===== src/rtl/uvs_pkg.sv =====
// ----------------------------------------------------------------------------
// uvs_pkg: shared types and constants of the UV sphere cell vertex generator
// Item structures, configuration register indexes, sine coefficients and the
// vertex selection table of the cell sequencer.
// ----------------------------------------------------------------------------
package uvs_pkg;

    localparam int ANGLE_BITS    = 16;
    localparam int MAX_BANDS     = 256;
    localparam int MAX_MERIDIANS = 256;
    localparam int IDX_W         = 8;
    localparam int CNT_W         = 9;
    localparam int QUO_W         = ANGLE_BITS + 1;
    localparam int DIV_STEPS     = ANGLE_BITS;
    localparam int SIN_STAGES    = 6;
    localparam int STEP_W        = 3;

    localparam logic [ANGLE_BITS-1:0] QUARTER = ANGLE_BITS'(1) << (ANGLE_BITS - 2);

    localparam logic [30:0] SIN_C0 = 31'd1686629713;
    localparam logic [30:0] SIN_C1 = 31'd693598668;
    localparam logic [30:0] SIN_C2 = 31'd85569306;
    localparam logic [30:0] SIN_C3 = 31'd5026995;
    localparam logic [30:0] SIN_C4 = 31'd172275;

    localparam logic [2:0] CFG_CENTER_X  = 3'd0;
    localparam logic [2:0] CFG_CENTER_Y  = 3'd1;
    localparam logic [2:0] CFG_CENTER_Z  = 3'd2;
    localparam logic [2:0] CFG_RADIUS    = 3'd3;
    localparam logic [2:0] CFG_BANDS     = 3'd4;
    localparam logic [2:0] CFG_MERIDIANS = 3'd5;

    typedef struct packed {
        logic [IDX_W-1:0] band_index;
        logic [IDX_W-1:0] meridian_index;
    } req_item_t;

    typedef struct packed {
        logic signed [31:0] pos_x;
        logic signed [31:0] pos_y;
        logic signed [31:0] pos_z;
        logic               dark_shade;
        logic               last_vertex;
        logic               index_error;
    } vtx_item_t;

    typedef struct packed {
        logic valid;
        logic err;
        logic pole;
        logic south;
        logic dark;
        logic last;
    } tag_t;

    typedef struct packed {
        logic [CNT_W-1:0] lat_rem;
        logic [CNT_W-1:0] lon_rem;
        logic [QUO_W-1:0] lat_quo;
        logic [QUO_W-1:0] lon_quo;
    } quo_t;

    typedef enum logic [1:0] {
        KIND_ERR,
        KIND_NORTH,
        KIND_SOUTH,
        KIND_MID
    } kind_t;

    typedef struct packed {
        logic db;
        logic dm;
        logic last;
        logic pole;
    } vsel_t;

    function automatic vsel_t vtx_select(kind_t kind, logic [STEP_W-1:0] k);
        vsel_t s;
        s = '{db: 1'b0, dm: 1'b0, last: 1'b1, pole: 1'b0};
        unique case (kind)
            KIND_ERR: s.last = 1'b1;
            KIND_NORTH:
            begin
                s.last = (k == 3'd2);
                s.pole = (k == 3'd0);
                s.db   = (k != 3'd0);
                s.dm   = (k == 3'd2);
            end
            KIND_SOUTH:
            begin
                s.last = (k == 3'd2);
                s.pole = (k == 3'd0);
                s.dm   = (k == 3'd1);
            end
            KIND_MID:
            begin
                s.last = (k == 3'd5);
                s.db   = (k == 3'd1) || (k == 3'd4) || (k == 3'd5);
                s.dm   = (k == 3'd2) || (k == 3'd3) || (k == 3'd5);
            end
            default: s.last = 1'b1;
        endcase
        return s;
    endfunction

endpackage


===== src/rtl/uvs_div_cell.sv =====
// ----------------------------------------------------------------------------
// uvs_div_cell: one restoring division step for the latitude and longitude
// Each cell adds one quotient bit to both lanes and hands the remainders on.
// ----------------------------------------------------------------------------
module uvs_div_cell (
    input  logic                            clk,
    input  logic                            rst_n,
    input  logic                            en,
    input  logic [uvs_pkg::CNT_W-1:0]       bands,
    input  logic [uvs_pkg::CNT_W-1:0]       meridians,
    input  uvs_pkg::tag_t                   tag_in,
    input  uvs_pkg::quo_t                   quo_in,
    output uvs_pkg::tag_t                   tag_out,
    output uvs_pkg::quo_t                   quo_out
);

    uvs_pkg::tag_t            tag_reg;
    uvs_pkg::tag_t            tag_next;
    uvs_pkg::quo_t            quo_reg;
    uvs_pkg::quo_t            quo_next;
    logic [uvs_pkg::CNT_W:0]  lat_sh;
    logic [uvs_pkg::CNT_W:0]  lon_sh;
    logic                     lat_ge;
    logic                     lon_ge;

    always_comb
    begin
        tag_next = tag_in;
        lat_sh   = {quo_in.lat_rem, 1'b0};
        lon_sh   = {quo_in.lon_rem, 1'b0};
        lat_ge   = lat_sh >= {1'b0, bands};
        lon_ge   = lon_sh >= {1'b0, meridians};
        quo_next.lat_rem = lat_ge ? uvs_pkg::CNT_W'(lat_sh - {1'b0, bands})
                                  : lat_sh[uvs_pkg::CNT_W-1:0];
        quo_next.lon_rem = lon_ge ? uvs_pkg::CNT_W'(lon_sh - {1'b0, meridians})
                                  : lon_sh[uvs_pkg::CNT_W-1:0];
        quo_next.lat_quo = {quo_in.lat_quo[uvs_pkg::QUO_W-2:0], lat_ge};
        quo_next.lon_quo = {quo_in.lon_quo[uvs_pkg::QUO_W-2:0], lon_ge};
    end

    always_ff @(posedge clk or negedge rst_n)
    begin
        if (!rst_n)
        begin
            tag_reg <= '0;
        end
        else if (en)
        begin
            tag_reg <= tag_next;
        end
    end

    always_ff @(posedge clk)
    begin
        if (en)
        begin
            quo_reg <= quo_next;
        end
    end

    assign tag_out = tag_reg;
    assign quo_out = quo_reg;

endmodule


===== config.mk =====
export PLATFORM = sky130hd
export DESIGN_NAME = uvs_div_cell
export DESIGN_NICKNAME = d
export VERILOG_FILES = /design/src/rtl/uvs_pkg.sv /design/src/rtl/uvs_div_cell.sv
export SDC_FILE = /design/constraint.sdc
export NUM_CORES = 1
export LEC_CHECK = 0
export BUFFER_PORTS_ARGS = -buffer_cell sky130_fd_sc_hd__buf_2
export CORE_UTILIZATION = 42
export CTS_CLUSTER_DIAMETER = 150
export DETAILED_ROUTE_END_ITERATION = 10
export PLACE_DENSITY = 0.76
export SYNTH_ARGS = -nofsm -noshare
export SYNTH_HDL_FRONTEND = slang
export SYNTH_SLANG_ARGS = --single-unit

===== constraint.sdc =====
create_clock -name clk -period 0.8 [get_ports clk]
set_input_delay 0.08 -clock clk [delete_from_list [all_inputs] [get_ports clk]]
set_output_delay 0.08 -clock clk [all_outputs]
set_load 0.05 [all_outputs]

* After elaboration in Yosys (flattened, before gate mapping)
Cells that the tools add are included.
** Word-level totals
- Flip-flop bits (word level) :: 58
- Latch bits :: 0
- Bits in writable memories :: 0
- Bits in read-only memories :: 0
- Input port bits :: 79
- Output and inout port bits :: 58
- Logic and storage cells :: 18
- Memories kept :: 0
** Operators by class
- Add/subtract/negate cells :: 2
- Multiply operators :: 0
- Div/mod/pow operators :: 0
- Order comparisons :: 2
- Equality and inequality tests :: 0
- Shift operators :: 0
- Mux-type cells :: 2
- Bitwise operators :: 0
- Reduce and logical (&&, ||, !) cells :: 0
** Operator list (number)
- >= comparator 10 x 9 -> 1 bit :: 2
- 2-to-1 mux 9 bit :: 2
- subtractor 9 bit :: 2

* Depth between registers and ports, before layout
- Depth after elaboration :: 2
- Mapped depth :: 10
- Depth with buffers taken out :: 9

* Least setup slack after synthesis
No wires, ideal clock.
- Path kind :: input to register
- From :: in bands[0] (netlist bit)
- To :: reg quo_reg, in the netlist quo_out[46] (data pin)
- Setup time :: 0.260 ns
- Data arrival time :: 1.697 ns
- Required time :: 0.540 ns
- Slack :: -1.157 ns
- Stages on the path :: 8
- Path buffers :: 1
- Path through :: fa_1 > nand2b_1 > a21oi_2 > nor4b_4 > or2_1 > buf_6 > inv_2 > mux2_4
** RTL lines
- start: declaration :: RTL line uvs_div_cell.sv:9 : input logic [uvs_pkg::CNT_W-1:0] bands,
- end signal: assignment :: RTL line uvs_div_cell.sv:57 : quo_reg <= quo_next;
- end: declaration :: RTL line uvs_div_cell.sv:19 : uvs_pkg::quo_t quo_reg;

==> run_results.csv <==
group,metric,value,unit
critical_path,cp.arrival,1690,ps
sta,relSlewSlack,72.9,%
clock_tree,clkTransAtPathRegs,70,ps
place,hpwl,5.87,mm
critical_path,critPathMaxFanout,5,
routing,via_per_inst,5.12,
finish,ff_latch_area,1720,µm²
yosys,synth_area_per_cell,13.3,µm²
die,die-area,7350,µm²
min_path,hp-class,"in -> reg",
yosys,synth_ff_type,"edfxtp_1",
routing,vias,3001,
finish,fill_cells,283,
routing,antenna_left,0,
die,die_w,85.7,µm
power,power,11.3,mW
power,power.density,1910,nW/µm²
finish,nets,584,
yosys,synth_edf_count,52,
finish,multi_input_area,1620,µm²
yosys,ys_seq_area_share,58.1,%
clock_tree,cts_tree,"built",
finish,layout.cells.non_filler,586,
clock_tree,clock_path_buffers,2,
yosys,ys_ff_latch,58,
routing,finalWirelength,12.1,mm
sta,grt_setup_unrepaired,"yes",
global_routing,grt_overflow,0,
place,gp_congestion,0.883,
finish,final_cell_mix,"buf_4, buf_6, buf_2",
sta,hold_viol_final,0,
place,dp.cells,516,
die,io_pins,137,
global_routing,antenna_found_initial,1,
global_routing,grt_max_degree,21,
status,outcome,"finished with violations",
global_routing,grt_pass1_vias,3090,
clock_tree,cts-root-buf,"clkbuf_8",
clock_tree,h-tree-depth,3,
sta,fmax,616,MHz
power,peakVddDrop,1.07,mV
sta,post-route-period-util,203,%
routing,drt-initial-drc-count,190,
clock_tree,clock_latency,320,ps
routing,drt_first_pass_iters,4,
sta,skew,0,ps
critical_path,path_class,"in -> reg",
yosys,synth_cells,222,
yosys,syn_nets,321,
die,num_rows,30,
yosys,yosysUniqueCellTypes,46,
yosys,yosys_warnings,0,
sta,fin_ws,-824,ps
place,port_buffers,134,
sta,tightestPinTransition,405,ps
routing,drc,0,
sta,post-route-min-period,1620,ps
finish,final_common_cell,"buf_4",
routing,wl_per_cell,20.7,µm
sta,finalMaxSlewViolations,0,
status,violations,"negative setup slack",
global_routing,grt_usage,29.8,%
finish,areaGrowthSynthToFinish,101,%
yosys,netlist_area,2940,µm²
sta,setup_viol,83,
clock_tree,cts_made_buffers,9,
die,initial_core_util,43.3,%
global_routing,grt_pass1_wl,16.4,mm
yosys,async_reset_ff_share,10.3,%
power,p_leak,2.64,nW
die,core-area,6790,µm²
critical_path,required,860,ps
die,die_h,85.7,µm
critical_path,end_kind,"register",
clock_tree,clkSinkCount,58,
sta,tns,-25100,ps
critical_path,crit_path_start_kind,"input pin",
job,maxCapViolCount,0,
finish,drive_above_1_share,63.8,%
-- cells by family after synthesis --
kind of cell	synth area share, %
and+or+nand+nor	10.2
buffers and inverters	3.31
adders and majority gates	9.01
muxes	6.59
AOI/OAI and AO/OA	9.78
xor gates and xnor gates	2.98
DFF	58.1
-- synthesized netlist by cell type (2+ instances only) --
cell       number  area, µm²
a21oi_1        10       50.1
xnor2_1         7       61.3
inv_2           2       7.51
dfrtp_1         6        150
edfxtp_1       52       1560
nand2_1         7       26.3
nor2b_1         4       25.0
o211ai_1        2       15.0
and3_1          3       18.8
o2111ai_1       2       17.5
nor2_1         13       48.8
nand3b_1        2       15.0
o32ai_1         2       17.5
nand2b_1        4       25.0
mux2_2         11        124
mux2_4          4       60.1
ha_1           18        225
xor2_1          3       26.3
fa_1            2       40.0
inv_1          20       75.1
o21a_1          4       30.0
a21oi_2         2       17.5
nand3_1         4       20.0
nor4b_1         2       17.5
o21ai_0        12       60.1
a21o_1          4       30.0
-- stage by stage --
step | utilization (%) | setup WS (ps) | instance area [µm²] | hold slack [ps]
floorplan | - | -1030 | 3210 | -216
finish | 87.0 | -824 | 5910 | 67.3
CTS | 84.7 | -744 | 5750 | 64.6
detailed placement | 66.2 | -1200 | 4500 | -87.1
global placement | 66.2 | -1160 | 4500 | -92.7
global route | 87.0 | -864 | 5910 | 61.2
-- sequential cells by signal (all words and copies together) (netlist names) --
register,flops
quo_out,52
tag_out,6
-- critical path, stage by stage --
cell and delay [ps]:
buf_2 130, ha_4 230, o211ai_1 370, a21oi_4 70, nor4b_4 250, or2_4 200, inv_6 50, mux2_4 300
-- final cells by class --
type                    count  area share (%)
diodes                      1          0.0423
clock buffers              11            2.22
clock inverters             4            1.14
inverters                  22            1.69
multi-input cells         140            27.4
flip-flops and latches     58            29.1
well taps                  96            2.03
repair buffers            254            36.4
-- metal layers --
| layer | global-route usage [%] | wire (µm) |
|---|---|---|
| met5 | 0 | 0 |
| met1 | 33.6 | 4530 |
| met4 | 10.9 | 267 |
| met2 | 57.1 | 6600 |
| met3 | 3.75 | 718 |
-- final timing paths --
| kind | startpoint | endpoint | slack, ps | cells past startpoint |
|---|---|---|---|---|
| max in group asynchronous | rst_n | tag_out[0] | 510 | 2 |
| hold reg to reg | tag_out[2] | tag_out[2] | 540 | 1 |
| min in group asynchronous | rst_n | tag_out[5] | 120 | 2 |
| setup reg to reg | tag_out[4] | tag_out[4] | -140 | 2 |
| hold / removal | quo_in[36] | quo_out[37] | 70 | 2 |
| setup / recovery | quo_in[45] | quo_out[46] | -820 | 8 |
-- where the power goes --
group	switching, mW	internal (mW)
Clock	1.15	1.72
Sequential	0.202	3.71
Combinational	2.46	2.05
Total	3.81	7.49
-- timing repair --
item                                    in CTS  in global routing
gates resized for setup                    177                 26
hold buffers                                39                  0
endpoints found under the hold margin       44                  0
setup buffers                                9                  6
endpoints found under the setup margin      78                 84
pin swaps                                   22                  4
Power figures use the tool's default switching activity.
